## src/rtl/jst_pkg.sv

```systemverilog
// Shared constants, types and helper functions of the JSON stream tokenizer.
package jst_pkg;

	localparam logic [3:0] PH_START       = 4'd0;
	localparam logic [3:0] PH_ARRAY       = 4'd1;
	localparam logic [3:0] PH_OBJECT      = 4'd2;
	localparam logic [3:0] PH_END_KEY     = 4'd3;
	localparam logic [3:0] PH_AFTER_KEY   = 4'd4;
	localparam logic [3:0] PH_STRING      = 4'd5;
	localparam logic [3:0] PH_ESCAPE      = 4'd6;
	localparam logic [3:0] PH_UNICODE     = 4'd7;
	localparam logic [3:0] PH_AFTER_VALUE = 4'd8;
	localparam logic [3:0] PH_NUMBER      = 4'd9;
	localparam logic [3:0] PH_TRUE        = 4'd10;
	localparam logic [3:0] PH_FALSE       = 4'd11;
	localparam logic [3:0] PH_NULL        = 4'd12;

	localparam logic [1:0] NS_OBJECT = 2'd0;
	localparam logic [1:0] NS_ARRAY  = 2'd1;
	localparam logic [1:0] NS_KEY    = 2'd2;
	localparam logic [1:0] NS_STRING = 2'd3;

	localparam logic [3:0] EV_DOC_START = 4'd0;
	localparam logic [3:0] EV_OBJ_START = 4'd1;
	localparam logic [3:0] EV_OBJ_END   = 4'd2;
	localparam logic [3:0] EV_ARR_START = 4'd3;
	localparam logic [3:0] EV_ARR_END   = 4'd4;
	localparam logic [3:0] EV_KEY_BYTE  = 4'd5;
	localparam logic [3:0] EV_STR_BYTE  = 4'd6;
	localparam logic [3:0] EV_NUM_BYTE  = 4'd7;
	localparam logic [3:0] EV_TRUE      = 4'd8;
	localparam logic [3:0] EV_FALSE     = 4'd9;
	localparam logic [3:0] EV_NULL      = 4'd10;
	localparam logic [3:0] EV_DOC_END   = 4'd11;
	localparam logic [3:0] EV_OVERFLOW  = 4'd12;
	localparam logic [3:0] EV_KEY_END   = 4'd13;
	localparam logic [3:0] EV_STR_END   = 4'd14;

	localparam logic [7:0]  LEAD2       = 8'hC0;
	localparam logic [7:0]  CONT        = 8'h80;
	localparam logic [15:0] RIGHT_QUOTE = 16'h2019;
	localparam logic [7:0]  CTRL_LIMIT  = 8'h1F;
	localparam logic [7:0]  DEL_BYTE    = 8'h7F;

	typedef struct packed {
		logic       en;
		logic [3:0] kind;
	} ev_req_t;

	function automatic logic is_ws(input logic [7:0] c);
		return (c == " ") || (c == 8'h09) || (c == 8'h0A) || (c == 8'h0D);
	endfunction

	function automatic logic [3:0] hex_digit(input logic [7:0] c);
		logic [7:0] d;
		d = 8'h00;
		if (c >= "0" && c <= "9") d = c - 8'h30;
		else if (c >= "a" && c <= "f") d = c - 8'h57;
		else if (c >= "A" && c <= "F") d = c - 8'h37;
		return d[3:0];
	endfunction

	function automatic logic [7:0] lit_char(input logic [3:0] ph, input logic [2:0] idx);
		logic [7:0] r;
		r = 8'h00;
		case (ph)
			PH_TRUE: begin
				case (idx)
					3'd0: r = "t";
					3'd1: r = "r";
					3'd2: r = "u";
					3'd3: r = "e";
					default: r = 8'h00;
				endcase
			end
			PH_FALSE: begin
				case (idx)
					3'd0: r = "f";
					3'd1: r = "a";
					3'd2: r = "l";
					3'd3: r = "s";
					3'd4: r = "e";
					default: r = 8'h00;
				endcase
			end
			PH_NULL: begin
				case (idx)
					3'd0: r = "n";
					3'd1: r = "u";
					3'd2: r = "l";
					3'd3: r = "l";
					default: r = 8'h00;
				endcase
			end
			default: r = 8'h00;
		endcase
		return r;
	endfunction

endpackage

```

## src/rtl/jst_ram.sv

```systemverilog
// Generic single-port-write, single-port-read RAM with registered read data.
module jst_ram #(
	parameter int WIDTH = 8,
	parameter int DEPTH = 32
) (
	input  logic                     clk,
	input  logic                     we,
	input  logic [$clog2(DEPTH)-1:0] waddr,
	input  logic [WIDTH-1:0]         wdata,
	input  logic                     re,
	input  logic [$clog2(DEPTH)-1:0] raddr,
	output logic [WIDTH-1:0]         rdata
);

	logic [WIDTH-1:0] mem [DEPTH];

	always_ff @(posedge clk) begin
		if (we) begin
			mem[waddr] <= wdata;
		end
		if (re) begin
			rdata <= mem[raddr];
		end
	end

endmodule

```

## src/rtl/json_stream_tokenizer.sv

```systemverilog
// Top level of the JSON stream tokenizer: parse control, stack and text memories.
//
// channel | dir | handshake          | payload
// in      | in  | in_valid/in_stall  | in_byte
// out     | out | out_valid/out_stall| event_kind data_byte number_is_float nest_depth last_of_run
//
// A byte is accepted in S_IDLE, then parsed in S_HANDLE; a further result is sent from S_EV2,
// and a buffered text run is read out byte by byte from S_DOUT through the single read port
// of the text memory. A split UTF-8 escape writes its second text byte in S_PUT2.
// Reset is asynchronous; memories are not cleared, only control state.
// out_stall holds the sequencer wherever a result waits; in_stall is high while busy.
module json_stream_tokenizer import jst_pkg::*; #(
	parameter int TEXT_DEPTH  = 32,
	parameter int STACK_DEPTH = 16
) (
	input  logic                               clk,
	input  logic                               arst_n,
	input  logic                               in_valid,
	output logic                               in_stall,
	input  logic [7:0]                         in_byte,
	output logic                               out_valid,
	input  logic                               out_stall,
	output logic [3:0]                         event_kind,
	output logic [7:0]                         data_byte,
	output logic                               number_is_float,
	output logic [$clog2(STACK_DEPTH+1)-1:0]   nest_depth,
	output logic                               last_of_run
);

	localparam int TW  = $clog2(TEXT_DEPTH);
	localparam int PW  = $clog2(STACK_DEPTH + 1);
	localparam int SAW = $clog2(STACK_DEPTH);

	localparam logic [2:0] S_IDLE   = 3'd0;
	localparam logic [2:0] S_HANDLE = 3'd1;
	localparam logic [2:0] S_DOUT   = 3'd2;
	localparam logic [2:0] S_EV2    = 3'd3;
	localparam logic [2:0] S_PUT2   = 3'd4;

	logic [2:0]    st_q, st_n;
	logic [7:0]    c_q;
	logic          again_q;
	logic [3:0]    ph_q;
	logic [PW-1:0] ptr_q;
	logic [1:0]    top_q;
	logic          top_ld_q;
	logic [TW-1:0] tl_q;
	logic [2:0]    hc_q;
	logic [15:0]   hv_q;
	logic          seen_q;
	logic          lit_q;
	logic [7:0]    put2_q;
	logic [TW-1:0] dlen_q, di_q;
	logic [3:0]    dbk_q;
	logic          dflt_q, dend_q, drep_q, dtail_q;
	logic [3:0]    ev2_kind_q;
	logic [PW-1:0] ev2_depth_q;

	logic          ov_q, last_q, flt_q;
	logic [3:0]    kind_q;
	logic [7:0]    data_q;
	logic [PW-1:0] depth_q;

	logic [1:0]    s_rdata;
	logic [7:0]    t_rdata;

	logic          ofree;
	logic          ws_skip;

	logic [3:0]    ph_n;
	logic [PW-1:0] ptr_n;
	logic [TW-1:0] tl_n;
	logic [2:0]    hc_n;
	logic [15:0]   hv_n;
	logic          seen_n, lit_n;
	logic          put_en, put2_en, push_en, pop_rd;
	logic [7:0]    put_byte, put2_byte;
	logic [1:0]    push_kind;
	ev_req_t       e1, e2;
	logic [PW-1:0] e1_depth, e2_depth;
	logic          dump_en, dump_end, dump_rep, dump_tail;
	logic [3:0]    dump_bk, dump_endk;
	logic          do_close, do_open, do_pstr, do_sv;
	logic [3:0]    close_ev, open_ev, open_ph;
	logic [1:0]    open_kind, pstr_kind;
	logic          push_ok;
	logic [PW-1:0] newp;
	logic [15:0]   cp;
	logic [TW-1:0] tl_inc;

	logic          em_en, em_last, em_flt;
	logic [3:0]    em_kind;
	logic [7:0]    em_data;
	logic [PW-1:0] em_depth;
	logic          t_we, t_re;
	logic [TW-1:0] t_waddr, t_raddr;
	logic [7:0]    t_wdata;

	assign ofree   = !ov_q || !out_stall;
	assign push_ok = ptr_q < PW'(STACK_DEPTH);
	assign newp    = (ptr_q == '0) ? '0 : ptr_q - PW'(1);
	assign tl_inc  = (tl_q < TW'(TEXT_DEPTH - 1)) ? tl_q + TW'(1) : tl_q;
	assign ws_skip = is_ws(c_q) && (ph_q inside {PH_ARRAY, PH_OBJECT, PH_END_KEY,
		PH_AFTER_KEY, PH_AFTER_VALUE, PH_TRUE, PH_FALSE, PH_NULL});

	always_comb begin
		ph_n = ph_q;
		ptr_n = ptr_q;
		tl_n = tl_q;
		hc_n = hc_q;
		hv_n = hv_q;
		seen_n = seen_q;
		lit_n = lit_q;
		put_en = 1'b0;
		put_byte = c_q;
		put2_en = 1'b0;
		put2_byte = 8'h00;
		push_en = 1'b0;
		push_kind = NS_OBJECT;
		pop_rd = 1'b0;
		e1 = '0;
		e2 = '0;
		e1_depth = ptr_q;
		e2_depth = ptr_q;
		dump_en = 1'b0;
		dump_end = 1'b0;
		dump_rep = 1'b0;
		dump_tail = 1'b0;
		dump_bk = EV_NUM_BYTE;
		dump_endk = EV_STR_END;
		do_close = 1'b0;
		do_open = 1'b0;
		do_pstr = 1'b0;
		do_sv = 1'b0;
		close_ev = EV_OBJ_END;
		open_ev = EV_OBJ_START;
		open_ph = PH_OBJECT;
		open_kind = NS_OBJECT;
		pstr_kind = NS_STRING;
		cp = {hv_q[11:0], hex_digit(c_q)};

		if (!ws_skip) begin
			case (ph_q)
				PH_STRING: begin
					if (c_q == "\"") begin
						tl_n = '0;
						if (ptr_q != '0) begin
							ptr_n = newp;
							pop_rd = (newp != '0);
							if (top_q == NS_KEY || top_q == NS_STRING) begin
								dump_en = 1'b1;
								dump_end = 1'b1;
								dump_bk = (top_q == NS_KEY) ? EV_KEY_BYTE : EV_STR_BYTE;
								dump_endk = (top_q == NS_KEY) ? EV_KEY_END : EV_STR_END;
								ph_n = (top_q == NS_KEY) ? PH_END_KEY : PH_AFTER_VALUE;
							end
						end
					end else if (c_q == "\\") begin
						ph_n = PH_ESCAPE;
					end else if (c_q < CTRL_LIMIT || c_q == DEL_BYTE) begin
						ph_n = ph_q;
					end else begin
						put_en = 1'b1;
					end
				end
				PH_ARRAY: begin
					if (c_q == "]") begin
						do_close = 1'b1;
						close_ev = EV_ARR_END;
					end else begin
						do_sv = 1'b1;
					end
				end
				PH_OBJECT: begin
					if (c_q == "}") begin
						do_close = 1'b1;
						close_ev = EV_OBJ_END;
					end else if (c_q == "\"") begin
						do_pstr = 1'b1;
						pstr_kind = NS_KEY;
					end
				end
				PH_END_KEY: ph_n = PH_AFTER_KEY;
				PH_AFTER_KEY: do_sv = 1'b1;
				PH_ESCAPE: begin
					ph_n = PH_STRING;
					put_en = 1'b1;
					case (c_q)
						"\"", "\\", "/": put_byte = c_q;
						"b": put_byte = 8'h08;
						"f": put_byte = 8'h0C;
						"n": put_byte = 8'h0A;
						"r": put_byte = 8'h0D;
						"t": put_byte = 8'h09;
						"u": begin
							put_en = 1'b0;
							ph_n = PH_UNICODE;
							hc_n = '0;
							hv_n = '0;
						end
						default: put_en = 1'b0;
					endcase
				end
				PH_UNICODE: begin
					hv_n = cp;
					hc_n = hc_q + 3'd1;
					if (hc_n >= 3'd4) begin
						put_en = 1'b1;
						if (cp < 16'h0080) begin
							put_byte = cp[7:0];
						end else if (cp < 16'h0800) begin
							put_byte = {3'b000, cp[10:6]} | LEAD2;
							put2_en = 1'b1;
							put2_byte = {2'b00, cp[5:0]} | CONT;
						end else if (cp == RIGHT_QUOTE) begin
							put_byte = "'";
						end else begin
							put_byte = " ";
						end
						hc_n = '0;
						hv_n = '0;
						ph_n = PH_STRING;
					end
				end
				PH_AFTER_VALUE: begin
					if (ptr_q != '0 && top_q == NS_OBJECT) begin
						if (c_q == "}") begin
							do_close = 1'b1;
							close_ev = EV_OBJ_END;
						end else if (c_q == ",") begin
							ph_n = PH_OBJECT;
						end
					end else if (ptr_q != '0 && top_q == NS_ARRAY) begin
						if (c_q == "]") begin
							do_close = 1'b1;
							close_ev = EV_ARR_END;
						end else if (c_q == ",") begin
							ph_n = PH_ARRAY;
						end
					end
				end
				PH_NUMBER: begin
					if ((c_q >= "0" && c_q <= "9") || c_q == "e" || c_q == "E" ||
						c_q == "+" || c_q == "-") begin
						put_en = 1'b1;
					end else if (c_q == ".") begin
						seen_n = 1'b1;
						put_en = 1'b1;
					end else begin
						dump_en = 1'b1;
						dump_bk = EV_NUM_BYTE;
						dump_rep = again_q;
						dump_tail = again_q && ptr_q != '0 &&
							((top_q == NS_OBJECT && c_q == "}") ||
							(top_q == NS_ARRAY && c_q == "]"));
						tl_n = '0;
						seen_n = 1'b0;
						ph_n = PH_AFTER_VALUE;
					end
				end
				PH_TRUE, PH_FALSE, PH_NULL: begin
					put_en = 1'b1;
					lit_n = lit_q && (c_q == lit_char(ph_q, tl_q[2:0]));
					tl_n = tl_inc;
					if ((ph_q == PH_FALSE && tl_inc == TW'(5)) ||
						(ph_q != PH_FALSE && tl_inc == TW'(4))) begin
						e1.en = lit_n;
						e1.kind = (ph_q == PH_TRUE) ? EV_TRUE :
							(ph_q == PH_FALSE) ? EV_FALSE : EV_NULL;
						tl_n = '0;
						ph_n = PH_AFTER_VALUE;
					end
				end
				default: begin
					ph_n = PH_START;
					e1.en = 1'b1;
					e1.kind = EV_DOC_START;
					if (c_q == "[") begin
						do_open = 1'b1;
						open_kind = NS_ARRAY;
						open_ev = EV_ARR_START;
						open_ph = PH_ARRAY;
					end else if (c_q == "{") begin
						do_open = 1'b1;
					end
				end
			endcase
		end

		if (do_sv) begin
			if (c_q == "[") begin
				do_open = 1'b1;
				open_kind = NS_ARRAY;
				open_ev = EV_ARR_START;
				open_ph = PH_ARRAY;
			end else if (c_q == "{") begin
				do_open = 1'b1;
			end else if (c_q == "\"") begin
				do_pstr = 1'b1;
			end else if ((c_q >= "0" && c_q <= "9") || c_q == "-") begin
				ph_n = PH_NUMBER;
				seen_n = 1'b0;
				put_en = 1'b1;
			end else if (c_q == "t" || c_q == "f" || c_q == "n") begin
				ph_n = (c_q == "t") ? PH_TRUE : (c_q == "f") ? PH_FALSE : PH_NULL;
				put_en = 1'b1;
				lit_n = 1'b1;
			end
		end

		if (put_en && !(ph_q == PH_TRUE || ph_q == PH_FALSE || ph_q == PH_NULL)) begin
			tl_n = tl_inc;
		end

		if (do_close) begin
			ptr_n = newp;
			pop_rd = (newp != '0);
			e1.en = 1'b1;
			e1.kind = close_ev;
			e1_depth = newp;
			ph_n = PH_AFTER_VALUE;
			if (newp == '0) begin
				e2.en = 1'b1;
				e2.kind = EV_DOC_END;
				e2_depth = '0;
				ph_n = PH_START;
				tl_n = '0;
				hc_n = '0;
				hv_n = '0;
			end
		end

		if (do_open || do_pstr) begin
			if (push_ok) begin
				push_en = 1'b1;
				push_kind = do_open ? open_kind : pstr_kind;
				ptr_n = ptr_q + PW'(1);
				ph_n = do_open ? open_ph : PH_STRING;
			end
			if (do_open || !push_ok) begin
				if (e1.en) begin
					e2.en = 1'b1;
					e2.kind = push_ok ? open_ev : EV_OVERFLOW;
					e2_depth = push_ok ? ptr_q + PW'(1) : ptr_q;
				end else begin
					e1.en = 1'b1;
					e1.kind = push_ok ? open_ev : EV_OVERFLOW;
					e1_depth = push_ok ? ptr_q + PW'(1) : ptr_q;
				end
			end
		end
	end

	always_comb begin
		st_n = st_q;
		em_en = 1'b0;
		em_kind = EV_DOC_START;
		em_data = 8'h00;
		em_flt = 1'b0;
		em_depth = ptr_q;
		em_last = 1'b1;
		t_we = 1'b0;
		t_waddr = tl_q;
		t_wdata = put_byte;
		t_re = 1'b0;
		t_raddr = '0;
		unique case (st_q)
			S_IDLE: begin
				if (in_valid) st_n = S_HANDLE;
			end
			S_HANDLE: begin
				if (ofree) begin
					t_we = put_en;
					if (e1.en) begin
						em_en = 1'b1;
						em_kind = e1.kind;
						em_depth = e1_depth;
						em_last = !e2.en;
					end
					if (e2.en) begin
						st_n = S_EV2;
					end else if (dump_en && tl_q == '0) begin
						st_n = S_EV2;
					end else if (dump_en) begin
						t_re = 1'b1;
						st_n = S_DOUT;
					end else if (put2_en) begin
						st_n = S_PUT2;
					end else begin
						st_n = S_IDLE;
					end
				end
			end
			S_DOUT: begin
				if (ofree) begin
					em_en = 1'b1;
					em_kind = dbk_q;
					em_data = t_rdata;
					if (di_q + TW'(1) == dlen_q) begin
						em_flt = dflt_q;
						em_last = !dend_q && !(drep_q && dtail_q);
						st_n = dend_q ? S_EV2 : drep_q ? S_HANDLE : S_IDLE;
					end else begin
						em_last = 1'b0;
						t_re = 1'b1;
						t_raddr = di_q + TW'(1);
					end
				end
			end
			S_EV2: begin
				if (ofree) begin
					em_en = 1'b1;
					em_kind = ev2_kind_q;
					em_depth = ev2_depth_q;
					st_n = S_IDLE;
				end
			end
			S_PUT2: begin
				t_we = 1'b1;
				t_wdata = put2_q;
				st_n = S_IDLE;
			end
			default: st_n = S_IDLE;
		endcase
	end

	always_ff @(posedge clk or negedge arst_n) begin
		if (!arst_n) begin
			st_q <= S_IDLE;
			ph_q <= PH_START;
			ptr_q <= '0;
			tl_q <= '0;
			hc_q <= '0;
			hv_q <= '0;
			seen_q <= 1'b0;
			lit_q <= 1'b0;
			top_ld_q <= 1'b0;
			ov_q <= 1'b0;
		end else begin
			st_q <= st_n;
			top_ld_q <= 1'b0;
			if (st_q == S_HANDLE && ofree) begin
				ph_q <= ph_n;
				ptr_q <= ptr_n;
				tl_q <= tl_n;
				hc_q <= hc_n;
				hv_q <= hv_n;
				seen_q <= seen_n;
				lit_q <= lit_n;
				top_ld_q <= pop_rd;
			end
			if (st_q == S_PUT2) begin
				tl_q <= tl_inc;
			end
			if (em_en) begin
				ov_q <= 1'b1;
			end else if (!out_stall) begin
				ov_q <= 1'b0;
			end
		end
	end

	always_ff @(posedge clk) begin
		if (st_q == S_IDLE && in_valid) begin
			c_q <= in_byte;
			again_q <= 1'b1;
		end
		if (top_ld_q) begin
			top_q <= s_rdata;
		end
		if (st_q == S_HANDLE && ofree) begin
			if (push_en) top_q <= push_kind;
			put2_q <= put2_byte;
			ev2_kind_q <= e2.en ? e2.kind : dump_endk;
			ev2_depth_q <= e2.en ? e2_depth : ptr_n;
			dlen_q <= tl_q;
			di_q <= '0;
			dbk_q <= dump_bk;
			dflt_q <= seen_q;
			dend_q <= dump_end;
			drep_q <= dump_rep;
			dtail_q <= dump_tail;
		end
		if (st_q == S_DOUT && ofree) begin
			di_q <= di_q + TW'(1);
			again_q <= 1'b0;
		end
		if (em_en) begin
			kind_q <= em_kind;
			data_q <= em_data;
			flt_q <= em_flt;
			depth_q <= em_depth;
			last_q <= em_last;
		end
	end

	jst_ram #(.WIDTH(2), .DEPTH(STACK_DEPTH)) u_stack (
		.clk   (clk),
		.we    (st_q == S_HANDLE && ofree && push_en),
		.waddr (ptr_q[SAW-1:0]),
		.wdata (push_kind),
		.re    (st_q == S_HANDLE && ofree && pop_rd),
		.raddr (SAW'(ptr_n - PW'(1))),
		.rdata (s_rdata)
	);

	jst_ram #(.WIDTH(8), .DEPTH(TEXT_DEPTH)) u_text (
		.clk   (clk),
		.we    (t_we),
		.waddr (t_waddr),
		.wdata (t_wdata),
		.re    (t_re),
		.raddr (t_raddr),
		.rdata (t_rdata)
	);

	assign in_stall        = (st_q != S_IDLE);
	assign out_valid       = ov_q;
	assign event_kind      = kind_q;
	assign data_byte       = data_q;
	assign number_is_float = flt_q;
	assign nest_depth      = depth_q;
	assign last_of_run     = last_q;

endmodule

```

## config.mk

```make
export PLATFORM = sky130hd
export DESIGN_NAME = json_stream_tokenizer
export DESIGN_NICKNAME = d
export VERILOG_FILES = /design/src/rtl/jst_pkg.sv /design/src/rtl/jst_ram.sv /design/src/rtl/json_stream_tokenizer.sv
export SDC_FILE = /design/constraint.sdc
export NUM_CORES = 1
export LEC_CHECK = 0
export ABC_AREA = 1
export BUFFER_PORTS_ARGS = -buffer_cell sky130_fd_sc_hd__buf_2
export CAP_MARGIN = 20
export CORE_AREA = 2 2 215 217
export DETAILED_ROUTE_END_ITERATION = 6
export DIE_AREA = 0 0 217 219
export HOLD_SLACK_MARGIN = 0.06
export PLACE_DENSITY_LB_ADDON = 0.12
export SLEW_MARGIN = 20
export SYNTH_ARGS = -nofsm -noshare
export SYNTH_HDL_FRONTEND = slang
export SYNTH_SLANG_ARGS = --single-unit
```

## constraint.sdc

```tcl
create_clock -name clk -period 6.4 [get_ports clk]
set_input_delay 0.32 -clock clk [delete_from_list [all_inputs] [get_ports clk]]
set_output_delay 0.32 -clock clk [all_outputs]
set_load 0.01 [all_outputs]
```

Word level (Yosys, flattened, before mapping)
Memory sizes are Yosys's and may differ from the RTL's. A register that Yosys moved wholly into a read port is not among the register bits.
Cells that the tools add are included.
{ "totals": {"reg_bits": 105, "latch_bits": 0, "ram_bits": 288, "romBits": 0, "input_bits": 12, "out_inout_bits": 21, "n_memories": 2} }
{ "classes": {"add_sub_neg": 9, "n_mul": 0, "div": 0, "magnitude_cmp": 12, "n_eq_ne": 59, "shift": 0, "muxes": 270, "bitwise": 8, "n_reduce_logical": 75} }
{ "mem_list": {"columns": ["name", "depth", "width", "rd", "rd_clocked_by_memory_dff", "wr", "line", "source"], "rows": [
  ["u_text.mem", 32, 8, 1, 1, 1, "jst_ram.sv:15", "logic [WIDTH-1:0] mem [DEPTH];"],
  ["u_stack.mem", 16, 2, 1, 1, 1, "jst_ram.sv:15", null]
]} }
{ "op_table": {"columns": ["cell", "n"], "rows": [
  ["2-to-1 mux 5 bit", 48],
  ["2-to-1 mux 4 bit", 41],
  ["equality test 8 x 7 -> 1 bit, second input constant", 14],
  ["2-to-1 mux 1 bit", 99],
  ["2-to-1 mux 16 bit", 5],
  ["2-to-1 mux 8 bit", 8],
  ["2-to-1 mux 3 bit", 21],
  ["equality test 8 x 6 -> 1 bit, second input constant", 7],
  ["2-to-1 mux 2 bit", 25],
  ["case mux 8 bit (5 select lines)", 1],
  ["case mux 7 bit (5 select lines)", 1],
  ["case mux 16 bit (2 select lines)", 1],
  ["case mux 4 bit (8 select lines)", 1],
  ["case mux 7 bit (4 select lines)", 1],
  ["equality test 8 x 4 -> 1 bit, second input constant", 3],
  ["case mux 8 bit (3 select lines)", 1],
  ["logical AND 1 bit", 22],
  ["case mux 7 bit (3 select lines)", 1],
  ["equality test 4 bit, second input constant", 5],
  ["case mux 5 bit (2 select lines)", 2],
  ["logical OR 1 bit", 19],
  ["equality test 16 x 14 -> 1 bit, second input constant", 1],
  ["equality test 4 x 3 -> 1 bit, second input constant", 4],
  [">= comparator 8 x 7 -> 1 bit, second input constant", 2],
  ["53 further kinds", 100]
]} }

Depth between registers and ports, before layout
Gate-level depths: netlist of the first run.
{ "logic_depth": {"word_depth": 21, "mapped_depth": 22} }

Hierarchy
Synthesis of the first run repeated with hierarchy kept, for this count alone.
{ "unflattened": {"cells_unflattened": 2105, "area_unflattened_um2": 19588.8} }
{ "modules_own_cells": {"columns": ["mod", "instances", "cells_per_inst", "area_per_inst_um2"], "rows": [
  ["jst_ram at u_text", 1, 922, 10866.7],
  ["json_stream_tokenizer", 1, 1024, 7170.6],
  ["jst_ram at u_stack", 1, 159, 1551.5]
]} }

Worst setup path before layout of the first run
OpenSTA, ideal clock, no wires.
{ "synth_timing": {"kind": "register to register", "start": "register tl_q[2] (netlist: t_waddr[2])", "end": "register data_q[0] (netlist: data_byte[0]), enable pin", "setup_ns": 0.397, "t_arrival_ns": 2.784, "slack_ns": 3.219, "stages_incl_launch_ff": 16, "n_path_buf": 2, "synth_period_minus_slack_ns": 3.181, "path_cell_list": "dfrtp_1 buf_2 buf_4 inv_1 ha_1 inv_1 nand2_1 nor3_2 nand2_1 nor3b_1 nand2_1 nand3_2 inv_2 a21oi_4 nand2_2 o21ai_1"} }
{ "synth_between": {"elab_chain_cells": 17} }
{ "synth_rtl": {"columns": ["item", "line", "source"], "rows": [
  ["from (decl)", "json_stream_tokenizer.sv:47", "logic [TW-1:0] tl_q;"],
  ["from (signal assigned)", "json_stream_tokenizer.sv:445", "tl_q <= tl_n;"],
  ["from (signal assigned)", "json_stream_tokenizer.sv:453", "tl_q <= tl_inc;"],
  ["equality test 3 x 2 -> 1 bit", "jst_pkg.sv:68, jst_pkg.sv:77, jst_pkg.sv:87", null],
  ["OR reduction 2 bit (no source line)", null, null],
  ["case mux 7 bit (3 select lines)", "jst_pkg.sv:87", "case (idx)"],
  ["case mux 8 bit (3 select lines)", "jst_pkg.sv:66", "case (ph)"],
  ["2-to-1 mux 8 bit", "json_stream_tokenizer.sv:143", "case (ph_q)"],
  ["2-to-1 mux 8 bit", "json_stream_tokenizer.sv:142", "if (!ws_skip) begin"],
  ["equality test 8 bit", "json_stream_tokenizer.sv:263", "lit_n = lit_q && (c_q == lit_char(ph_q, tl_q[2:0]));"],
  ["logical AND 1 bit", "json_stream_tokenizer.sv:263", null],
  ["(+2 left out)", null, null],
  ["2-to-1 mux 5 bit (*)", "json_stream_tokenizer.sv:142", null],
  ["2-to-1 mux 5 bit (*)", "json_stream_tokenizer.sv:315", "if (do_close) begin"],
  ["2-to-1 mux 5 bit", "json_stream_tokenizer.sv:340", "if (do_open || !push_ok) begin"],
  ["2-to-1 mux 5 bit (*)", "json_stream_tokenizer.sv:333", "if (do_open || do_pstr) begin"],
  ["2-to-1 mux 1 bit (*)", "json_stream_tokenizer.sv:374", "if (e1.en) begin"],
  ["2-to-1 mux 1 bit (*)", "json_stream_tokenizer.sv:372", "if (ofree) begin"],
  ["case mux 1 bit (2 select lines) (*)", "json_stream_tokenizer.sv:367", "unique case (st_q)"],
  ["named net em_en", "json_stream_tokenizer.sv:91", "logic em_en, em_last, em_flt;"],
  ["to (signal assigned)", "json_stream_tokenizer.sv:490", "data_q <= em_data;"],
  ["to (decl)", "json_stream_tokenizer.sv:61", "logic [7:0] data_q;"]
]} }
Mark *: on every way through the listed nets, which the timed path passes. The rest lies on a longest branch. The select of a mux whose other input is x is not followed.
A chain may end at the register's enable or synchronous reset.

Worst setup path in the final report of the first run
{ "layout_timing": {"start": "register st_q[0]", "end": "register u_text.rdata[6] (read register of u_text.mem), enable pin"} }
{ "layout_between": {"elab_chain_cells": 2} }
{ "layout_rtl": {"columns": ["item", "line", "source"], "rows": [
  ["from (decl)", "json_stream_tokenizer.sv:40", "logic [2:0] st_q, st_n;"],
  ["from (signal assigned)", "json_stream_tokenizer.sv:440", "st_q <= st_n;"],
  ["equality test 3 x 2 -> 1 bit or equality test 3 x 1 -> 1 bit (tied branches)", "json_stream_tokenizer.sv:367", null],
  ["case mux 1 bit (2 select lines) (*)", "json_stream_tokenizer.sv:367", null],
  ["named net t_re", "json_stream_tokenizer.sv:95", "logic t_we, t_re;"],
  ["to (decl)", "jst_ram.sv:12", "output logic [WIDTH-1:0] rdata"]
]} }
Mark *: on every way through the listed nets, which the timed path passes. The rest lies on a longest branch.

==> results by group, run 1 <==
Status
  – Outcome: finished, final reports clean

CTS
  – TritonCTS Buffers: 43
  – CTS tree: done
  – Clk sinks: 396
  – Number of H-tree levels: 2
  – Root Buffer: clkbuf_16
  – Clock latency at the later pin of the worst-skew pair: 0.58 ns
  – Max Buffers Root-to-Sink: 3
  – Clock Pin Slew Worst Setup and Hold Paths: 0.07 ns

STA
  – Fin. max-slew vios: 0
  – Worst slew pin tran: 1.05 ns
  – Clock skew: 0.0174 ns
  – Slew HR: 29.6%
  – Final period util: 65.1%
  – Final setup fails: 0
  – Final hold vios: 0
  – Total negative setup slack: 0 ns
  – Post-layout min period: 4.17 ns
  – Max Freq: 240 MHz
  – RSZ-0062 raised after global routing: false

Setup path
  – Startpoint types: flop
  – Req. time, crit path: 6.60 ns
  – WS Path Type: reg -> reg
  – Max FO, Critical Path: 24
  – Arr. time, crit path: 4.37 ns
  – Worst Setup End Kind: flop

Logic synthesis
  – Yosys reg bits: 396
  – Synthesized area: 0.0197 mm^2
  – Net count after synthesis: 2043
  – Post-synth EDFFs: 357
  – Post-Synthesis Cells: 2013
  – Yosys cell types: 59
  – Asr flop ratio synth: 9.09%
  – Dominant synthesized flop cell: edfxtp_1
  – Synth warn: 0
  – Yosys top cell by area: edfxtp_1
  – Syn_area_per_cell: 9.81 um^2
  – Sequential-to-total area share from yosys stat: 59.2%
  – Area contributors post-synth: edfxtp_1, nand2_1, nand3_1
  – Top cell type's share of synthesized area: 54.3%

Final layout
  – Nets: 2074
  – Area Growth Syn to Fin: 10.9%
  – Diodes inserted: 0
  – Non-filler cells, final: 2675
  – Post-layout util: 48.6%
  – Share of cells above drive strength 1: 11.2%

GRT
  – Overflow after GRT: 0
  – Initial antenna violation count: 0
  – Total GRT Usage: 22.6%
  – Number of global-route vias before repair: 14200
  – Largest net degree at the start of global routing: 115
  – Global-route wire length before repair: 82.0 mm

Power
  – Leakage: 8.63 nW
  – Peak VDD IR: 214 uV
  – Clk pwr share: 27.4%
  – Flop pwr share: 40.8%
  – Cell internal pwr: 5.42 mW
  – Pwr dens: 394 mW/mm^2
  – Sw Pwr: 3.22 mW
  – Fraction of power consumed by combinational cells: 31.8%
  – Sw Share: 37.2%

Drt
  – Vias: 14500
  – Wire per inst: 19.8 um
  – TritonRoute pass-1 iters: 5
  – Antenna Violating Nets Remaining: 0
  – DR iter-0 viols: 1098
  – DRC viols: 0
  – WL final: 53.1 mm
  – Vias per cell: 5.42

Floorplanning
  – Die height: 219 um
  – I/O Pins: 33
  – Initial core utilization: 43.8%
  – Die Wd: 217 um
  – Core Footprint: 0.0451 mm^2
  – Row count: 78
  – Die Area: 0.0475 mm^2

Placement
  – Port bufs: 32
  – Placed Cells: 2589
  – Final GP Congestion: 0.945
  – Hpwl dp: 35.6 mm

Job
  – Max-cap violations: 0

Worst hold path
  – Hold/Removal Path Class: in -> async
## cell families after synthesis
family	share of synthesized area (%)
XOR/XNOR	0.710
buffers and inverters	7.29
AO/OA/AOI/OAI	11.1
adder cells (fa/ha/maj)	1.14
flip-flops	59.2
multiplexers	0.101
AND/OR/NAND/NOR	20.5
## metrics by stage
step                power [mW]  hold WS, ns  worst slack [ns]  cell area [um^2]
global placement          6.26        0.454              2.33             20400
floorplan                 5.43       0.0244              3.22             19700
finish                    8.63        0.300              2.23             21900
detailed placement        6.28        0.382              2.26             20500
global route              9.12        0.332              1.74             21900
CTS                       8.67        0.286              2.26             21900
## layout by cell type, fill, tap and decap left out, drive strengths merged, types with 14 or more instances in the layout
master and n:
clkinv 18, clkbuf 59, xor2 14, inv 287, nor2 172, o21ai 135
or2 54, buf 47, edfxtp 357, ha 18, nand3 203, o211ai 125
o22ai 16, nand2 409, dfrtp 36, a21oi 29
## final cells by class
cell class,count,area (um^2)
clock buffer,59,1160
inverter,290,1090
timing repair buffer,56,389
multi-input combinational,1257,6660
clock inverter,17,165
fill,4311,23200
sequential,396,11700
tap,600,751
## path summary, 6_finish.rpt
check | startpoint | end | slack [ns] | depth (start not counted)
max reg2reg | st_q[0]$_DFFE_PN0P_ | u_text.rdata[6]$_DFFE_PP_ | 2.23 | 10
max in group asynchronous | arst_n | ptr_q[1]$_DFFE_PN0P_ | 5.69 | 2
max | st_q[0]$_DFFE_PN0P_ | u_text.rdata[6]$_DFFE_PP_ | 2.23 | 10
min reg2reg | seen_q$_DFFE_PN0P_ | dflt_q$_DFFE_PP_ | 0.46 | 0
min | arst_n | ph_q[1]$_DFFE_PN0P_ | 0.30 | 2
min in group clk | in_valid | st_q[2]$_DFFE_PN0P_ | 0.30 | 5
## flip-flops by register name, indices dropped and copies added, names as in the netlist, 2 cells and up
signal         cells
dlen_q             5
u_stack.mem       32
ev2_kind_q         4
u_text.mem       256
c_q                8
dbk_q              2
ptr_q              5
u_text.rdata       8
ev2_depth_q        5
put2_q             7
u_stack.rdata      2
event_kind         4
di_q               5
top_q              2
t_waddr            5
data_byte          8
st_q               3
ph_q               4
nest_depth         5
hv_q              12
hc_q               3
## repair_timing
action                                 in CTS  in global routing
buffers inserted                            0                  0
hold buffers                                9                  0
endpoints found under the hold margin      44                  0
gates resized for setup                     0                  0
## per-layer routing
metal / share of wire (%) / wire [um] / vias up / track usage (%)
met5: 0 / 0 / - / 0
met3: 4.4 / 2320 / 108 / 3.08
met2: 48 / 25700 / 348 / 38.5
li1: - / - / 7005 / -
met1: 44 / 23100 / 7046 / 29.3
met4: 3.6 / 1890 / 0 / 8.65
## cell usage after synthesis, types with 3 or more instances
master       n
clkbuf_1    27
or2_2       34
nand3b_1    12
dfxtp_1      3
nand3_1    197
dfrtp_1     36
nor3_1       9
o2111ai_1    4
o21ai_2      3
nand2_4      5
a22oi_1     10
nand4_1     12
buf_2       31
inv_2       32
and3_1       3
o211ai_1   124
nand3_2      4
nor2_2      13
buf_4        7
buf_6        3
inv_1      256
or2_1       19
nand2_1    387
o21ai_0    100
nor4_1       4
o21ai_1     30
ha_1        18
nor2_1     151
a21oi_1     26
o31ai_1      3
o22ai_1     16
edfxtp_1   357
a31oi_1      4
nand2_2     17
nor2_4       8
xor2_1      14
## worst max-delay path, stage by stage (launching register included)
cell	delay, ns
dfrtp_1	0.41
inv_1	0.08
nor2_1	0.20
inv_1	0.09
nor2_1	0.63
inv_1	0.20
nor2_4	0.54
inv_1	0.48
nand2_1	0.34
o21ai_0	0.12
a21oi_1	0.72
## power groups by stage
stage	Clock [mW]	Combinational (mW)	Sequential [mW]
after floorplan	0	1.93	3.50
after global placement	0	2.68	3.57
after detailed placement	0	2.71	3.57
after CTS	2.42	2.73	3.52
after global routing	2.51	3.05	3.55
final	2.37	2.74	3.52
No activity file was read; power rests on OpenSTA's default activity.
==> inputs of run 2 (changes only) <==
==> constraint.sdc (replaced) <==
create_clock -name clk -period 3.4 [get_ports clk]
set_input_delay 0.17 -clock clk [delete_from_list [all_inputs] [get_ports clk]]
set_output_delay 0.17 -clock clk [all_outputs]
set_load 0.01 [all_outputs]
==> results by group, run 2 (synthesized netlist as in run 1, its figures left out) <==
Status
  – Outcome: finished, final reports clean

Final layout
  – Fillers: 4106 (-4.8%)
  – Largest reg by FF count: u_text.mem
  – Nets: 2172 (+4.7%)
  – Final instance area: 0.0230 mm^2 (+5.1%)
  – Share of cells above drive strength 1: 15.8% (+4.7 points)
  – Area Growth Syn to Fin: 16.5%
  – Top Registers: u_text.mem (256), u_stack.mem (32), hv_q (12)
  – Non-filler cells, final: 2777 (+3.8%)
  – Register area: 0.0117 mm^2 (unchanged)
  – Most common cell after layout, fill and taps aside: nand2_1
  – Multi-input gate area: 0.00670 mm^2 (+0.68%)
  – Max reg flops: 256 (unchanged)
  – Leading cell types in the layout, fill and taps excluded: nand2_1, edfxtp_1, inv_1
  – Diodes inserted: 0 (unchanged)

Setup path
  – CP Cell Sequence: buf_4 -> ha_1 -> inv_1 -> nor2_2 -> nand2_2 -> inv_2 -> nor2_1 -> o21ai_1 -> o2111ai_1 -> nand2_1 -> nand2_1 -> o21ai_2 -> inv_2 -> nand2_2 -> nor2_1 -> buf_4
  – Max FO, Critical Path: 8 (-67%)
  – Reg-to-Reg End: u_text.mem[1][6]$_DFFE_PP_
  – Arr. time, crit path: 3.48 ns (-0.89 ns)
  – Slowest-stage cell, CP: edfxtp_1
  – Req. time, crit path: 3.67 ns (-2.93 ns)
  – Critical Path Start: c_q[1]$_DFFE_PP_
  – Reg2Reg Depth: 16 (+6)
  – WS Path Type: reg -> reg
  – Slowest stage delay, CP: 0.38 ns (-0.34 ns)
  – Worst Setup EP: u_text.mem[1][6]$_DFFE_PP_
  – Startpoint types: flop
  – Worst Setup End Kind: flop
  – Worst r2r src: c_q[1]$_DFFE_PP_
  – Flop2flop setup slack: 0.19 ns (-2.05 ns)

Power
  – Peak VDD IR: 472 uV (+120%)
  – Sw Share: 36.6% (-0.62 points)
  – Sw Pwr: 6.30 mW (+96%)
  – Cell internal pwr: 10.9 mW (+100%)
  – Leakage: 9.27 nW (+7.4%)
  – Fraction of power consumed by combinational cells: 33.9% (+2.1 points)
  – Pwr dens: 747 mW/mm^2 (+90%)
  – Flop pwr share: 37.9% (-2.9 points)
  – Clk pwr share: 28.2% (+0.8 points)

Floorplanning
  – Row count: 78 (unchanged)
  – Core Footprint: 0.0451 mm^2 (unchanged)
  – Die Wd: 217 um (unchanged)
  – Die height: 219 um (unchanged)
  – I/O Pins: 33 (unchanged)
  – Initial core utilization: 43.8% (unchanged)
  – Die Area: 0.0475 mm^2 (unchanged)

Placement
  – Hpwl dp: 37.6 mm (+5.8%)
  – Port bufs: 32 (unchanged)
  – Placed Cells: 2683 (+3.6%)
  – Final GP Congestion: 0.935 (-1.1%)
  – Dpl cell area: 0.0214 mm^2 (+4.4%)

Drt
  – DR top layer: met4
  – DRC viols: 0 (unchanged)
  – Wire per inst: 19.7 um (-0.70%)
  – Met2 wire length: 26.8 mm (+4.3%)
  – Metal-1 WL: 24.0 mm (+3.8%)
  – DR iter-0 viols: 1246 (+13%)
  – Met3 WL: 2.58 mm (+11%)
  – WL final: 54.7 mm (+3.1%)
  – Vias: 14800 (+2.0%)
  – TritonRoute pass-1 iters: 5 (unchanged)
  – Antenna Violating Nets Remaining: 0 (unchanged)
  – Vias per cell: 5.33 (-1.8%)

STA
  – Min Hold Slack: 0.120 ns (-0.180 ns)
  – Post-layout min period: 3.21 ns (-0.953 ns)
  – Worst slew pin tran: 0.810 ns (-0.239 ns)
  – RSZ-0062 raised after global routing: true
  – Max Freq: 311 MHz (+30%)
  – Total negative setup slack: 0 ns (unchanged)
  – Slew HR: 45.9% (+16 points)
  – Final hold vios: 0 (unchanged)
  – Final setup fails: 0 (unchanged)
  – Final period util: 94.5% (+29 points)
  – Clock skew: 0.0133 ns (-0.00403 ns)
  – Fin. max-slew vios: 0 (unchanged)

CTS
  – Number of H-tree levels: 2 (unchanged)
  – CTS tree: done
  – Root Buffer: clkbuf_16
  – Max Buffers Root-to-Sink: 3 (unchanged)
  – TritonCTS Buffers: 45 (+4.7%)
  – Clock latency at the later pin of the worst-skew pair: 0.57 ns (about the same)
  – Clock Pin Slew Worst Setup and Hold Paths: 0.06 ns (about the same)
  – Clk sinks: 396 (unchanged)

GRT
  – Overflow after GRT: 0 (unchanged)
  – Initial antenna violation count: 0 (unchanged)
  – Global-route wire length before repair: 84.8 mm (+3.5%)
  – Number of global-route vias before repair: 14800 (+3.9%)
  – Largest net degree at the start of global routing: 65 (-43%)
  – Total GRT Usage: 23.5% (+0.90 points)

Job
  – Max-cap violations: 0 (unchanged)

Worst hold path
  – Hold/Removal Path Class: in -> reg
[run 2: layer usage]
metal  vias to the layer above  global-route usage (%)
li1                       7200                       -
met2                       374                    40.5
met5                         -                       0
met4                         0                    6.55
met3                        83                    3.22
met1                      7133                    31.0
[run 2: power by group through the flow]
stage / logic [mW] / registers [mW] / clock network [mW]
after floorplan: 3.64 / 6.59 / 0
after global placement: 5.69 / 6.61 / 0
after detailed placement: 5.72 / 6.61 / 0
after CTS: 5.75 / 6.52 / 4.94
after global routing: 6.48 / 6.56 / 5.15
final: 5.83 / 6.51 / 4.85
[run 2: cell type report]
cell class,instances,area share [%]
clock buffer,51,5.09
clock inverter,31,1.34
inverter,290,4.73
multi-input combinational,1257,29.1
sequential,396,50.8
tap,600,3.26
timing repair buffer,152,5.65
[run 2: how the worst min path moves through the flow]
stage | startpoint | endpoint | slack, ns | cells past startpoint
final | out_stall | out_valid$_DFFE_PN0P_ | 0.12 | 4
after CTS | out_stall | out_valid$_DFFE_PN0P_ | 0.09 | 4
after detailed placement | in_byte[1] | c_q[1]$_DFFE_PP_ | 0.35 | 1
after floorplan | arst_n | hc_q[0]$_DFFE_PN0P_ | -0.13 | 0
after global placement | in_byte[0] | c_q[0]$_DFFE_PP_ | 0.35 | 1
after global routing | out_stall | out_valid$_DFFE_PN0P_ | 0.13 | 4
[run 2: timing repair]
| item | in CTS | in global routing |
|---|---|---|
| setup buffers | 0 | 3 |
| hold buffers | 9 | 0 |
| resized for setup | 0 | 12 |
| endpoints found under the setup margin | 0 | 188 |
| endpoints found under the hold margin | 44 | 0 |
[run 2: stage by stage]
step	power, mW	worst slack, ns	utilization, %
global route	18.2	-0.0296	51.0
finish	17.2	0.187	51.0
floorplan	10.2	0.219	-
detailed placement	12.3	0.0524	47.4
CTS	17.2	0.0478	50.9
global placement	12.3	0.123	47.4
[run 2: critical path, delay by kind of cell, from the launching register on]
family	cells	cell delay, ns
and+or+nand+nor	7	1.05
buffers and inverters	5	0.75
AOI/OAI and AO/OA	3	0.48
DFF	1	0.38
adders and majority gates	1	0.24
